===== config.mk =====
export PLATFORM = sky130hd
export DESIGN_NAME = first_fit_slot_allocator
export DESIGN_NICKNAME = d
export VERILOG_FILES = /design/src/hdl/ffsa_pkg.sv /design/src/hdl/ffsa_tag_ram.sv /design/src/hdl/first_fit_slot_allocator.sv
export SDC_FILE = /design/constraint.sdc
export NUM_CORES = 1
export LEC_CHECK = 0
export ABC_AREA = 0
export BUFFER_PORTS_ARGS = -buffer_cell sky130_fd_sc_hd__buf_2
export CAP_MARGIN = 20
export CORE_MARGIN = 8
export CORE_UTILIZATION = 35
export CTS_CLUSTER_SIZE = 14
export DETAILED_ROUTE_END_ITERATION = 8
export PLACE_DENSITY_LB_ADDON = 0.12
export SYNTH_ARGS = -nofsm -noshare
export SYNTH_HDL_FRONTEND = slang
export SYNTH_SLANG_ARGS = --single-unit
export TNS_END_PERCENT = 50

===== constraint.sdc =====
create_clock -name clk -period 3.2 [get_ports clk]
set_clock_uncertainty 0.05 [all_clocks]
set_input_delay 0.64 -clock clk [delete_from_list [all_inputs] [get_ports clk]]
set_output_delay 0.64 -clock clk [all_outputs]
set_load 0.01 [all_outputs]

===== src/hdl/ffsa_pkg.sv =====
// Shared types and field widths for the first-fit slot allocator.
package ffsa_pkg;

	localparam int TAG_W   = 8;
	localparam int SIZE_W  = 5;
	localparam int INDEX_W = 4;
	localparam int LAST_W  = 4;
	localparam int FREE_W  = 5;
	localparam int OCC_W   = 16;

	localparam logic [TAG_W-1:0] TAG_MAX = {TAG_W{1'b1}};
	localparam logic [TAG_W-1:0] TAG_NONE = '0;

	typedef enum logic {
		CMD_ALLOC = 1'b0,
		CMD_FREE  = 1'b1
	} cmd_t;

	typedef enum logic [1:0] {
		ST_ALLOC = 2'd0,
		ST_FULL  = 2'd1,
		ST_BADSZ = 2'd2,
		ST_FREED = 2'd3
	} status_t;

endpackage


===== src/hdl/ffsa_tag_ram.sv =====
// Slot tag store: one write port, one read port, registered read data.
module ffsa_tag_ram #(
	parameter int DEPTH = 16,
	parameter int AW    = 4
) (
	input  logic                     clk,
	input  logic                     we,
	input  logic [AW-1:0]            waddr,
	input  logic [ffsa_pkg::TAG_W-1:0] wdata,
	input  logic [AW-1:0]            raddr,
	output logic [ffsa_pkg::TAG_W-1:0] rdata
);
	import ffsa_pkg::*;

	logic [TAG_W-1:0] mem [DEPTH];

	// write port
	always_ff @(posedge clk) begin
		if (we) begin
			mem[waddr] <= wdata;
		end
	end

	// read port, registered read data
	always_ff @(posedge clk) begin
		rdata <= mem[raddr];
	end

endmodule


===== src/hdl/first_fit_slot_allocator.sv =====
// First-fit contiguous slot allocator: control sequencer and occupancy tracking.
//
// A request is taken when start is high and busy is low; its single result
// appears for one cycle with done high and must be taken then, as the block
// cannot hold it. Slot tags live in a one-read one-write RAM; an occupancy
// bit per slot (cleared by reset) marks which RAM entries are live, so no
// clearing pass is needed after reset. Request steps: an allocate scans the
// slots from slot 0, one scan step per slot, until a free run of size slots
// ends at slot L, then does one RAM write per granted slot, then reports; an
// allocate that finds no run scans every slot, then reports; a free of an owned
// slot does a tag fetch, then a sweep reading one RAM entry per cycle; a
// size-zero allocate or a free of an unowned or out-of-range slot just reports.
module first_fit_slot_allocator #(
	parameter int SLOTS = 16
) (
	input  logic                          clk,
	input  logic                          arst_n,
	input  logic                          start,
	output logic                          busy,
	input  ffsa_pkg::cmd_t                command,
	input  logic [ffsa_pkg::SIZE_W-1:0]   alloc_size,
	input  logic [ffsa_pkg::INDEX_W-1:0]  slot_index,
	output logic                          done,
	output ffsa_pkg::status_t             status,
	output logic [ffsa_pkg::LAST_W-1:0]   last_slot,
	output logic [ffsa_pkg::TAG_W-1:0]    granted_tag,
	output logic [ffsa_pkg::FREE_W-1:0]   free_slots,
	output logic [ffsa_pkg::OCC_W-1:0]    occupancy
);
	import ffsa_pkg::*;

	localparam int IDX_W = $clog2(SLOTS);
	localparam int CNT_W = $clog2(SLOTS + 1);
	localparam logic [IDX_W-1:0] LAST_IDX = IDX_W'(SLOTS - 1);
	localparam logic [CNT_W-1:0] ALL_FREE = CNT_W'(SLOTS);

	typedef enum logic [2:0] {
		S_IDLE,
		S_SCAN,
		S_FILL,
		S_FETCH,
		S_SWEEP,
		S_REPORT
	} state_t;

	state_t            state_q;
	logic [SIZE_W-1:0] size_q;
	logic [SIZE_W-1:0] run_q;
	logic [SIZE_W-1:0] left_q;
	logic [IDX_W-1:0]  ptr_q;
	logic [IDX_W-1:0]  last_q;
	logic [TAG_W-1:0]  victim_q;
	logic [TAG_W-1:0]  tag_out_q;
	logic [TAG_W-1:0]  last_tag_q;
	status_t           stat_q;
	logic [SLOTS-1:0]  occ_q;
	logic [CNT_W-1:0]  free_cnt_q;

	logic              done_q;
	status_t           status_q;
	logic [LAST_W-1:0] last_slot_q;
	logic [TAG_W-1:0]  granted_tag_q;
	logic [FREE_W-1:0] free_slots_q;
	logic [OCC_W-1:0]  occupancy_q;

	logic [IDX_W-1:0]  idx_in;
	logic              idx_ok;
	logic [TAG_W-1:0]  new_tag;
	logic [SIZE_W-1:0] run_inc;
	logic              slot_free;
	logic              ram_we;
	logic [IDX_W-1:0]  ram_raddr;
	logic [TAG_W-1:0]  ram_rdata;

	// request decode and next tag
	assign idx_in    = IDX_W'(slot_index);
	assign idx_ok    = (int'(slot_index) < SLOTS);
	assign new_tag   = (last_tag_q == TAG_MAX) ? TAG_W'(1) : last_tag_q + TAG_W'(1);
	assign run_inc   = run_q + SIZE_W'(1);
	assign slot_free = !occ_q[ptr_q];

	// RAM port steering: writes only while filling; reads the named slot when idle
	assign ram_we = (state_q == S_FILL);
	always_comb begin
		unique case (state_q)
			S_IDLE:  ram_raddr = idx_in;
			S_SWEEP: ram_raddr = (ptr_q == LAST_IDX) ? '0 : ptr_q + IDX_W'(1);
			default: ram_raddr = '0;
		endcase
	end

	ffsa_tag_ram #(
		.DEPTH (SLOTS),
		.AW    (IDX_W)
	) u_tag_ram (
		.clk   (clk),
		.we    (ram_we),
		.waddr (ptr_q),
		.wdata (new_tag),
		.raddr (ram_raddr),
		.rdata (ram_rdata)
	);

	// sequencer, pool bookkeeping and result registers
	always_ff @(posedge clk or negedge arst_n) begin
		if (!arst_n) begin
			state_q       <= S_IDLE;
			size_q        <= '0;
			run_q         <= '0;
			left_q        <= '0;
			ptr_q         <= '0;
			last_q        <= '0;
			victim_q      <= '0;
			tag_out_q     <= '0;
			last_tag_q    <= '0;
			stat_q        <= ST_FREED;
			occ_q         <= '0;
			free_cnt_q    <= ALL_FREE;
			done_q        <= 1'b0;
			status_q      <= ST_FREED;
			last_slot_q   <= '0;
			granted_tag_q <= '0;
			free_slots_q  <= '0;
			occupancy_q   <= '0;
		end else begin
			done_q <= 1'b0;
			unique case (state_q)
				S_IDLE: begin
					if (start) begin
						last_q    <= '0;
						tag_out_q <= TAG_NONE;
						ptr_q     <= '0;
						run_q     <= '0;
						size_q    <= alloc_size;
						if (command == CMD_ALLOC) begin
							if (alloc_size == '0) begin
								stat_q  <= ST_BADSZ;
								state_q <= S_REPORT;
							end else begin
								state_q <= S_SCAN;
							end
						end else begin
							stat_q <= ST_FREED;
							if (idx_ok && occ_q[idx_in]) begin
								state_q <= S_FETCH;
							end else begin
								state_q <= S_REPORT;
							end
						end
					end
				end
				// one slot per cycle; first run reaching the size ends lowest
				S_SCAN: begin
					if (slot_free && run_inc == size_q) begin
						last_q  <= ptr_q;
						left_q  <= size_q;
						state_q <= S_FILL;
					end else begin
						run_q <= slot_free ? run_inc : '0;
						if (ptr_q == LAST_IDX) begin
							stat_q  <= ST_FULL;
							state_q <= S_REPORT;
						end else begin
							ptr_q <= ptr_q + IDX_W'(1);
						end
					end
				end
				// write the tag back down the run, one slot per cycle
				S_FILL: begin
					occ_q[ptr_q] <= 1'b1;
					free_cnt_q   <= free_cnt_q - CNT_W'(1);
					left_q       <= left_q - SIZE_W'(1);
					ptr_q        <= ptr_q - IDX_W'(1);
					if (left_q == SIZE_W'(1)) begin
						last_tag_q <= new_tag;
						tag_out_q  <= new_tag;
						stat_q     <= ST_ALLOC;
						state_q    <= S_REPORT;
					end
				end
				// owner tag of the named slot is back from the RAM
				S_FETCH: begin
					victim_q <= ram_rdata;
					ptr_q    <= '0;
					state_q  <= S_SWEEP;
				end
				// read data belongs to ptr_q; next address already issued
				S_SWEEP: begin
					if (occ_q[ptr_q] && ram_rdata == victim_q) begin
						occ_q[ptr_q] <= 1'b0;
						free_cnt_q   <= free_cnt_q + CNT_W'(1);
					end
					if (ptr_q == LAST_IDX) begin
						state_q <= S_REPORT;
					end else begin
						ptr_q <= ptr_q + IDX_W'(1);
					end
				end
				S_REPORT: begin
					done_q        <= 1'b1;
					status_q      <= stat_q;
					last_slot_q   <= LAST_W'(last_q);
					granted_tag_q <= tag_out_q;
					free_slots_q  <= FREE_W'(free_cnt_q);
					occupancy_q   <= OCC_W'(occ_q);
					state_q       <= S_IDLE;
				end
				default: begin
					state_q <= S_IDLE;
				end
			endcase
		end
	end

	assign busy        = (state_q != S_IDLE);
	assign done        = done_q;
	assign status      = status_q;
	assign last_slot   = last_slot_q;
	assign granted_tag = granted_tag_q;
	assign free_slots  = free_slots_q;
	assign occupancy   = occupancy_q;

`ifndef SYNTHESIS
	// free counter tracks the occupancy bits exactly
	a_free_count: assert property (@(posedge clk) disable iff (!arst_n)
		int'(free_cnt_q) + $countones(occ_q) == SLOTS)
		else $error("free slot count out of step with occupancy");

	// a fill never lands on an owned slot
	a_fill_free: assert property (@(posedge clk) disable iff (!arst_n)
		(state_q == S_FILL) |-> !occ_q[ptr_q])
		else $error("fill overwrites an owned slot");

	// a result strobe follows the report step
	a_done_src: assert property (@(posedge clk) disable iff (!arst_n)
		done_q |-> $past(state_q == S_REPORT))
		else $error("result strobe without report step");

	// a granted run always carries a non-zero tag
	a_grant_tag: assert property (@(posedge clk) disable iff (!arst_n)
		(done_q && status_q == ST_ALLOC) |-> (granted_tag_q != TAG_NONE))
		else $error("allocation granted with zero tag");
`endif

endmodule

==> Word level (Yosys, flattened, before mapping) <==
Memories as Yosys holds them, arrays and structs flattened. A register that Yosys moved wholly into a read port is not among the register bits.
Cells that the tools add are included.
{ "classes": {"shifts": 0, "n_reduce_logical": 23, "n_mul": 0, "n_eq_ne": 17, "n_div": 0, "n_bitwise": 3, "n_addsub": 7, "order_cmp": 3, "mux": 46} }
{ "op_table": {"columns": ["op", "count"], "rows": [
  ["case mux 16 bit (2 select lines)", 1],
  ["case mux 5 bit (2 select lines)", 3],
  ["two-way mux 5 bit", 5],
  ["two-way mux 8 bit", 3],
  ["two-way mux 3 bit", 7],
  ["two-way mux 4 bit", 5],
  ["case mux 4 bit (5 select lines)", 1],
  ["AND 16 bit", 1],
  ["two-way mux 16 bit", 1],
  ["inverter 16 bit", 1],
  ["OR 16 bit", 1],
  ["case mux 4 bit (2 select lines)", 2],
  ["case mux 8 bit (2 select lines)", 1],
  ["case mux 3 bit (5 select lines)", 1],
  ["two-way mux 2 bit", 6],
  ["AND reduction 3 bit", 4],
  ["adder 5 x 1 -> 5 bit, second input constant", 2],
  ["less-than comparator 4 x 5 -> 1 bit, second input constant", 2],
  ["!= test 2 bit, second input constant", 5],
  ["AND reduction 2 bit", 5],
  ["subtractor 5 x 1 -> 5 bit, second input constant", 2],
  ["adder 8 x 1 -> 8 bit, second input constant", 1],
  ["binary-select mux 1 bit (select 4 bit)", 2],
  ["equality test 8 bit", 1],
  ["other kinds (23)", 36]
]} }
{ "totals": {"output_inout_bits": 37, "ff_bits": 109, "word_cells": 118, "memories": 1, "ram_bits": 128, "romBits": 0, "latch_bits": 0, "input_bits": 13} }
{ "memory_table": {"columns": ["memory", "depth", "width", "read_ports", "rd_clocked_by_memory_dff", "write_ports", "line", "source"], "rows": [
  ["u_tag_ram.mem", 16, 8, 1, 1, 1, "ffsa_tag_ram.sv:15", "logic [TAG_W-1:0] mem [DEPTH];"]
]} }

==> Depth between registers and ports, before layout <==
Gate-level depths: netlist (run 1).
{ "logic_depth": {"ltp_word": 8, "mapped_depth": 11, "mapped_depth_nobuf": 8} }

==> By module <==
From an unflattened synthesis (run 1), not the netlist that was laid out.
{ "hier_totals": {"cells_unflattened": 745, "area_unflattened_um2": 10662.7} }
{ "modules_own_cells": {"columns": ["mod", "cells_per_inst", "area_each_um2", "seq_area_each_um2", "instances"], "rows": [
  ["first_fit_slot_allocator", 516, 5515.3, 2733.9, 1],
  ["ffsa_tag_ram", 229, 5147.4, 4003.8, 1]
]} }

==> Worst setup path before layout (run 1) <==
Ideal clock, no wire load.
{ "synth_path": {"path_type": "reg-to-reg", "from": "register ptr_q[0]", "to": "register u_tag_ram.rdata[1] in the netlist's numbering (read register of u_tag_ram.mem)", "setup_slack_ns": 0.724, "setup_time_ns": 0.116, "path_buffers": 2, "stages_incl_launch_ff": 9, "arrival_ns": 2.310, "required_ns": 3.034, "synth_period_minus_slack_ns": 2.476, "cell_sequence": "dfrtp_1 -> buf_2 -> clkinv_1 -> ha_1 -> a32o_1 -> a211oi_1 -> buf_2 -> a41oi_1 -> and4_1"} }
{ "synth_via": {"elab_chain_cells": 3, "elab_cells_between_ends": 4, "cone_classes": "add/sub: 1; eq/ne: 1; mux: 2"} }
{ "synth_lines": {"columns": ["element", "line", "source"], "rows": [
  ["from (decl)", "first_fit_slot_allocator.sv:50", "logic [IDX_W-1:0] ptr_q;"],
  ["from (signal assigned)", "first_fit_slot_allocator.sv:164", "ptr_q <= ptr_q + IDX_W'(1);"],
  ["from (signal assigned)", "first_fit_slot_allocator.sv:173", "ptr_q <= ptr_q - IDX_W'(1);"],
  ["from (signal assigned)", "first_fit_slot_allocator.sv:196", "ptr_q <= ptr_q + IDX_W'(1);"],
  ["adder 4 x 1 -> 4 bit / equality test 4 bit (equally long branches)", "first_fit_slot_allocator.sv:87", "S_SWEEP: ram_raddr = (ptr_q == LAST_IDX) ? '0 : ptr_q + IDX_W'(1);"],
  ["two-way mux 4 bit *", "first_fit_slot_allocator.sv:87", null],
  ["case mux 4 bit (2 select lines) *", "first_fit_slot_allocator.sv:85", "unique case (state_q)"],
  ["to (decl)", "ffsa_tag_ram.sv:11", "output logic [ffsa_pkg::TAG_W-1:0] rdata"]
]} }
Mark *: on every way between the ends. The rest lies on a longest branch, timed or not.
A chain may end at the register's enable or synchronous reset.

==> Final worst setup path (run 1) <==
{ "layout_path": {"from": "register ptr_q[1]", "to": "register u_tag_ram.rdata[4] in the netlist's numbering (read register of u_tag_ram.mem)"} }
The elaborated chain is that of the path after synthesis.

==> results by group, run 1 <==
Global route
  • Pin count of the biggest net entering global routing: 61
  • Vias in the first global route: 7301
  • GRT overflow: 0
  • Initial antenna violation count: 0
  • Global-route wire length before repair: 44.6 mm
  • Global-route usage over all layers: 15.7%
  • Met1 GRT Util: 21.2%
  • M3 GR Usage: 2.97%
  • Grt met2 use: 25.2%
  • Global route hottest layer: met2

Synthesis
  • Mapped cell area: 10800 sq um
  • Ys async rst share: 44.5%
  • XOR/XNOR share of the synthesized area: 2.81%
  • Compound-Gate Fraction of Synth Area: 9.19%
  • Mux contribution to synthesized area: 8.68%
  • Synth Area per Inst: 12.5 sq um
  • Count leader, synth: nand2_1
  • Post-synthesis sequential area ratio: 62.5%
  • Cells after Synth: 863
  • Largest cells by area after synthesis: edfxtp_1 36%, dfrtp_1 24%, nand2_1 5.4%
  • Top cell type by total area after synthesis: edfxtp_1
  • Yosys warning total: 0
  • Largest family of logic cells by synthesized area: simple AND/OR/NAND/NOR gates
  • Number of flops mapped to enable cells by yosys: 128
  • Mapped Nets: 889
  • Post-Synth Adder-Cell Area: 1.58%
  • Main synth FF type: edfxtp_1
  • Most frequent cells after synthesis: 156 x nand2_1, 128 x edfxtp_1, 104 x dfrtp_1
  • Yosys top cell area share: 35.6%
  • Simple-Gate Fraction of Synth Area: 12.7%
  • Unique masters post-synth: 69
  • Post-synthesis register bit count: 245

Floorplan
  • Rows: 64
  • # IOs: 50
  • Initial Util: 35.4%
  • Die span in x: 192 um
  • Die Area: 36700 sq um
  • CORE AREA: 30400 sq um
  • Die outline height: 192 um

Clocking
  • Clock root buffer: clkbuf_16
  • Deepest clock path buffer count: 3
  • H-Tree Depth: 1
  • CTS tree: built
  • Worst-Skew Late Latency: 0.54 ns
  • Clk slew on worst S/H paths: 0.06 ns
  • Clock sinks: 245
  • Post-cts gate resize count: 0
  • Cts bufs inserted: 27

STA
  • Worst slew margin: 51.5%
  • Slew Limit Fails: 0
  • Worst-margin pin slew: 0.727 ns
  • Fmax: 0.350 GHz
  • Worst setup margin: 0.346 ns
  • Final Hold Fails: 0
  • RSZ-0062 raised after global routing: no
  • Sum of negative setup slack: 0 ns
  • Crit path time final: 2.85 ns
  • Tcrit/Tclk final: 89.2%
  • Setup Viol. Count Final: 0

Setup path
  • CP Data Required Time: 3.59 ns
  • Critical path's slowest cell: dfrtp_1
  • Crit path max fanout: 13
  • WP buf/inv: 1
  • CP endpoint kind: register
  • Delay-heaviest family, CP: simple AND/OR/NAND/NOR gates
  • Worst EP arrival: 3.24 ns
  • Startpoint types: register
  • Worst path max stage delay: 0.66 ns
  • R2R Setup Slk: 0.35 ns
  • CP Cell Sequence: inv_1, ha_1, a32o_1, nand2_1, nor2_1, a32oi_1, and4_1
  • Crit path kind: register to register

Route
  • Vias per Instance: 5.17
  • Remaining antenna violation count after routing: 0
  • Vias: 7062
  • First-iteration detailed-routing DRC count: 478
  • Router iterations before antenna repair: 5
  • Drt drc: 0
  • DR WL/cell: 20.8 um
  • Drt total wl: 28.4 mm

Placement
  • Port Buf Inserts: 49
  • Detail Placement HPWL: 19.7 mm
  • GP Congestion: 0.817
  • Placed insts: 1315
  • DP Worst Slack: 0.383 ns
  • DP Area: 11700 sq um

Power and ir drop
  • Switching share of power: 33.8%
  • Cell internal pwr: 7040 uW
  • Clock share of power: 29.8%
  • Logic pwr share: 30.3%
  • Sw Pwr: 3590 uW
  • Power Density: 839 nW/um^2
  • Pleak: 0.00516 uW
  • Max VDD drop: 0.439 mV
  • Reg power frac: 39.9%

Final layout
  • Fin cells: 1365
  • Final core occ: 41.6%
  • Diode count: 0
  • Nets: 975
  • Finished Cell Area: 12700 sq um
  • Fillers: 2923
  • Layout cells sized above 1: 20.2%
  • Layout area overhead: 17.5%

Min path
  • Hold/Removal Path Class: input port to register

Run
  • Max Cap Viol: 0

Status
  • Status: complete, no violations
## stage by stage
step	hold WS [ns]	total power, uW
global placement	0.399	7520
CTS	0.284	10700
finish	0.297	10600
detailed placement	0.405	7530
global route	0.287	11300
floorplan	0.294	6430
## worst paths after layout
kind | start | endpoint | depth (start not counted)
max | ptr_q[1]$_DFFE_PN0P_ | u_tag_ram.rdata[4]$_DFF_P_ | 7
min | alloc_size[3] | size_q[3]$_DFFE_PN0P_ | 2
max reg2reg | ptr_q[1]$_DFFE_PN0P_ | u_tag_ram.rdata[4]$_DFF_P_ | 7
min reg2reg | status[0]$_DFFE_PN1P_ | status[0]$_DFFE_PN1P_ | 2
max in group asynchronous | arst_n | free_cnt_q[4]$_DFFE_PN1P_ | 3
min in group asynchronous | arst_n | left_q[1]$_DFFE_PN0P_ | 2
## state kept, by name, indices dropped and copies added, names as in the netlist, 3 cells and up, named ones only
| name | cells |
|---|---|
| last_slot | 4 |
| u_tag_ram.mem | 128 |
| size_q | 5 |
| ptr_q | 4 |
| run_q | 5 |
| left_q | 5 |
| free_cnt_q | 5 |
| tag_out_q | 8 |
| last_tag_q | 8 |
| free_slots | 5 |
| victim_q | 8 |
| last_q | 4 |
| occupancy | 16 |
| state_q | 3 |
| granted_tag | 8 |
| u_tag_ram.rdata | 8 |
## logic make-up after synthesis
family,after synthesis
XOR/XNOR,33
adder cells (fa/ha/maj),13
flip-flops,245
AO/OA/AOI/OAI,126
AND/OR/NAND/NOR,304
multiplexers,84
buffers and inverters,58
## timing repair
| item | in CTS | in global routing |
|---|---|---|
| buffers inserted | 0 | 0 |
| hold endpoints to repair | 22 | 0 |
| hold buffers | 1 | 0 |
## power groups by stage
stage	clock network, uW	logic [uW]	registers [uW]
4_1_cts	3250	3240	4250
3_3_place_gp	0	3210	4310
2_1_floorplan	0	2250	4180
3_5_place_dp	0	3230	4300
6_report	3170	3220	4240
5_1_grt	3390	3560	4310
## cells in the final DEF (no fill, tap or decap), types with 5 or more instances in the layout
| cell | n |
|---|---|
| and4_1 | 7 |
| dfstp_2 | 5 |
| a32o_1 | 7 |
| clkinv_1 | 5 |
| mux2_2 | 33 |
| clkbuf_1 | 8 |
| dfrtp_1 | 104 |
| buf_2 | 48 |
| a21o_1 | 8 |
| buf_4 | 49 |
| a41oi_1 | 20 |
| a32oi_1 | 17 |
| o21ai_0 | 15 |
| mux2i_1 | 47 |
| xnor2_1 | 16 |
| clkbuf_16 | 29 |
| xor2_1 | 16 |
| nor3_1 | 15 |
| nand2_1 | 156 |
| nor2b_1 | 5 |
| nand3b_1 | 5 |
| nand3_1 | 22 |
| a21oi_1 | 17 |
| nor2_1 | 60 |
| inv_1 | 11 |
| dfxtp_1 | 8 |
| and3_1 | 12 |
| edfxtp_1 | 128 |
| ha_1 | 12 |
## area by class of cell
class                   instances  area (sq um)  share of cell area (%)
clock inverters                 9           118                   0.928
well taps                     396           495                    3.91
repair buffers                101           678                    5.35
flip-flops and latches        245          6740                    53.2
inverters                      14          52.6                   0.415
multi-input cells             560          3790                    29.9
clock buffers                  40           797                    6.29
## routing by layer
layer | part of all wire [%] | wire (um) | up-vias
met5 | 0 | 0 | -
met4 | 2.9 | 834 | 0
met3 | 4.2 | 1200 | 48
met2 | 47 | 13200 | 154
met1 | 46 | 13100 | 3493
li1 | - | - | 3367
Power figures use the tool's default switching activity.
==> inputs of run 2 (changes only) <==
--- a/config.mk
+++ b/config.mk
@@ -8,8 +8,9 @@
 export ABC_AREA = 0
 export BUFFER_PORTS_ARGS = -buffer_cell sky130_fd_sc_hd__buf_2
 export CAP_MARGIN = 20
+export CORE_ASPECT_RATIO = 1.2
 export CORE_MARGIN = 8
-export CORE_UTILIZATION = 35
+export CORE_UTILIZATION = 61
 export CTS_CLUSTER_SIZE = 14
 export DETAILED_ROUTE_END_ITERATION = 8
 export PLACE_DENSITY_LB_ADDON = 0.12
==> run 2 against run 1 <==
Net effect: wire length is 7.9% lower; utilization is 29 points higher; cell count is 14% lower; maximum frequency is 3.3% lower; combinational power is 2% higher; sequential share of layout area is 1.8 points higher; total power is 3.5% lower; critical path type unchanged.
==> results by group, run 2 (synthesized netlist as in run 1, its figures left out) <==
Final layout
  • Commonest non-fill, non-tap cell in the layout: nand2_1
  • Final core occ: 70.3%
  • Top reg by flops: u_tag_ram.mem
  • Nets: 966
  • Commonest non-fill, non-tap cells in the layout: 156 x nand2_1, 128 x edfxtp_1, 104 x dfrtp_1, 60 x nor2_1, 48 x buf_2
  • Finished Cell Area: 12300 sq um
  • Layout cells sized above 1: 19.7%
  • Diode count: 0
  • Multi-input logic area: 3800 sq um
  • Fillers: 1233
  • Max reg flops: 128
  • Layout area overhead: 13.7%
  • Register Area: 6740 sq um

Global route
  • Vias in the first global route: 7567
  • Pin count of the biggest net entering global routing: 62
  • Global-route usage over all layers: 24.2%
  • Global-route wire length before repair: 41.8 mm
  • Global route hottest layer: met2
  • GRT overflow: 0
  • M3 GR Usage: 2.92%
  • Initial antenna violation count: 0
  • Grt met2 use: 40.9%
  • Met1 GRT Util: 30.8%

Clocking
  • H-Tree Depth: 1
  • CTS tree: built
  • Cts bufs inserted: 24
  • Post-CTS setup buffer count: 0
  • Clk slew on worst S/H paths: 0.07 ns
  • Clock root buffer: clkbuf_16
  • Deepest clock path buffer count: 3
  • Clock sinks: 245
  • Worst-Skew Late Latency: 0.52 ns

Power and ir drop
  • Power Density: 837 nW/um^2
  • Pleak: 0.00506 uW
  • Max VDD drop: 0.552 mV

Setup path
  • R2R Setup Slk: 0.25 ns
  • R2R depth: 8
  • Reg-to-Reg Start: ptr_q[1]$_DFFE_PN0P_
  • Startpoint types: register
  • Worst path max stage delay: 0.43 ns
  • Worst EP arrival: 3.34 ns
  • CP endpoint kind: register
  • Crit path kind: register to register
  • Critical path origin: ptr_q[1]$_DFFE_PN0P_
  • CP Cell Sequence: ha_1, nand3_1, a32oi_4, buf_12, mux2i_1, and3_1, a41oi_1, and4_1
  • Crit path max fanout: 43
  • CP Data Required Time: 3.59 ns
  • Worst R2R End: u_tag_ram.rdata[6]$_DFF_P_
  • Critical path's slowest cell: a32oi_4

Floorplan
  • Rows: 53
  • CORE AREA: 17400 sq um
  • Die Area: 22200 sq um
  • Initial Util: 61.8%
  • # IOs: 50
  • Die outline height: 162 um
  • Die span in x: 137 um

STA
  • Final Hold Fails: 0
  • Worst-margin pin slew: 0.926 ns
  • Sum of negative setup slack: 0 ns
  • Worst slew margin: 38.2%
  • Fmax: 0.339 GHz
  • Setup Viol. Count Final: 0
  • Tcrit/Tclk final: 92.2%
  • Slew Limit Fails: 0
  • Crit path time final: 2.95 ns
  • RSZ-0062 raised after global routing: no

Placement
  • Port Buf Inserts: 49
  • Detail Placement HPWL: 18.1 mm
  • DP Area: 11500 sq um
  • GP Congestion: 0.956

Route
  • Router iterations before antenna repair: 5
  • Remaining antenna violation count after routing: 0
  • First-iteration detailed-routing DRC count: 656
  • Vias: 7377
  • DR WL/cell: 22.2 um
  • Vias per Instance: 6.26
  • Drt drc: 0
  • Drt total wl: 26.1 mm

Min path
  • Hold/Removal Path Class: input port to asynchronous set/reset pin

Run
  • Max Cap Viol: 0

Status
  • Status: complete, no violations
## run 2: cell count changes in the layout (fill, tap and decap cells not counted), moves of 2 or more
cell	before	now
clkinv_1	5	8
clkinv_2	2	5
clkbuf_1	8	4
clkbuf_16	29	25
buf_4	49	45
clkbuf_8	3	1
## run 2: routing by layer
| metal | vias up | part of all wire (%) |
|---|---|---|
| li1 | 3336 | - |
| met1 | 3679 | 40 |
| met2 | 299 | 51 |
| met3 | 63 | 5.6 |
| met4 | 0 | 3.7 |
| met5 | - | 0 |
## run 2: timing repair
item,4_1_cts,5_1_grt
endpoints found under the setup margin,0,1
resized for setup,0,1
hold buffers,0,0
hold endpoints to repair,0,0
## run 2: report_power, final
| part | leakage (uW) | switching (uW) | internal [uW] | total (uW) |
|---|---|---|---|---|
| sequential | 0.00251 | 379 | 3820 | 4200 |
| combinational | 0.00218 | 1980 | 1320 | 3300 |
| clock | 0.000380 | 1160 | 1610 | 2770 |
| total | 0.00506 | 3520 | 6740 | 10300 |
## run 2: worst max path at each step
stage,end,slack (ns)
after global routing,u_tag_ram.rdata[6]$_DFF_P_,0.15
after detailed placement,u_tag_ram.rdata[6]$_DFF_P_,0.23
after floorplan,u_tag_ram.rdata[1]$_DFF_P_,0.72
final,u_tag_ram.rdata[6]$_DFF_P_,0.25
after global placement,u_tag_ram.rdata[6]$_DFF_P_,0.24
after CTS,u_tag_ram.rdata[6]$_DFF_P_,0.23
## run 2: area by class of cell
type,instances,area share (%)
Tap cell,220,2.25
Timing Repair Buffer,95,5.04
Inverter,14,0.429
Clock inverter,14,0.959
Sequential cell,245,55.0
Clock buffer,30,5.34
Multi-Input combinational cell,560,31.0
## run 2: metrics by stage
step / cells / hold WS, ns / total power [uW] / worst slack [ns]
2_1_floorplan: 863 / 0.294 / 6430 / 0.724
3_3_place_gp: 1134 / 0.401 / 7380 / 0.239
3_5_place_dp: 1134 / 0.413 / 7500 / 0.231
4_1_cts: 1178 / 0.105 / 10300 / 0.226
5_1_grt: 1178 / 0.143 / 10800 / 0.150
6_report: 1178 / 0.0978 / 10300 / 0.249
## run 2: critical path, delay by kind of cell, from the launching register on
family	cells	cell delay [ns]
AND/OR/NAND/NOR	3	0.84
AO/OA/AOI/OAI	2	0.75
flip-flops	1	0.40
adder cells (fa/ha/maj)	1	0.40
buffers and inverters	1	0.29
multiplexers	1	0.11
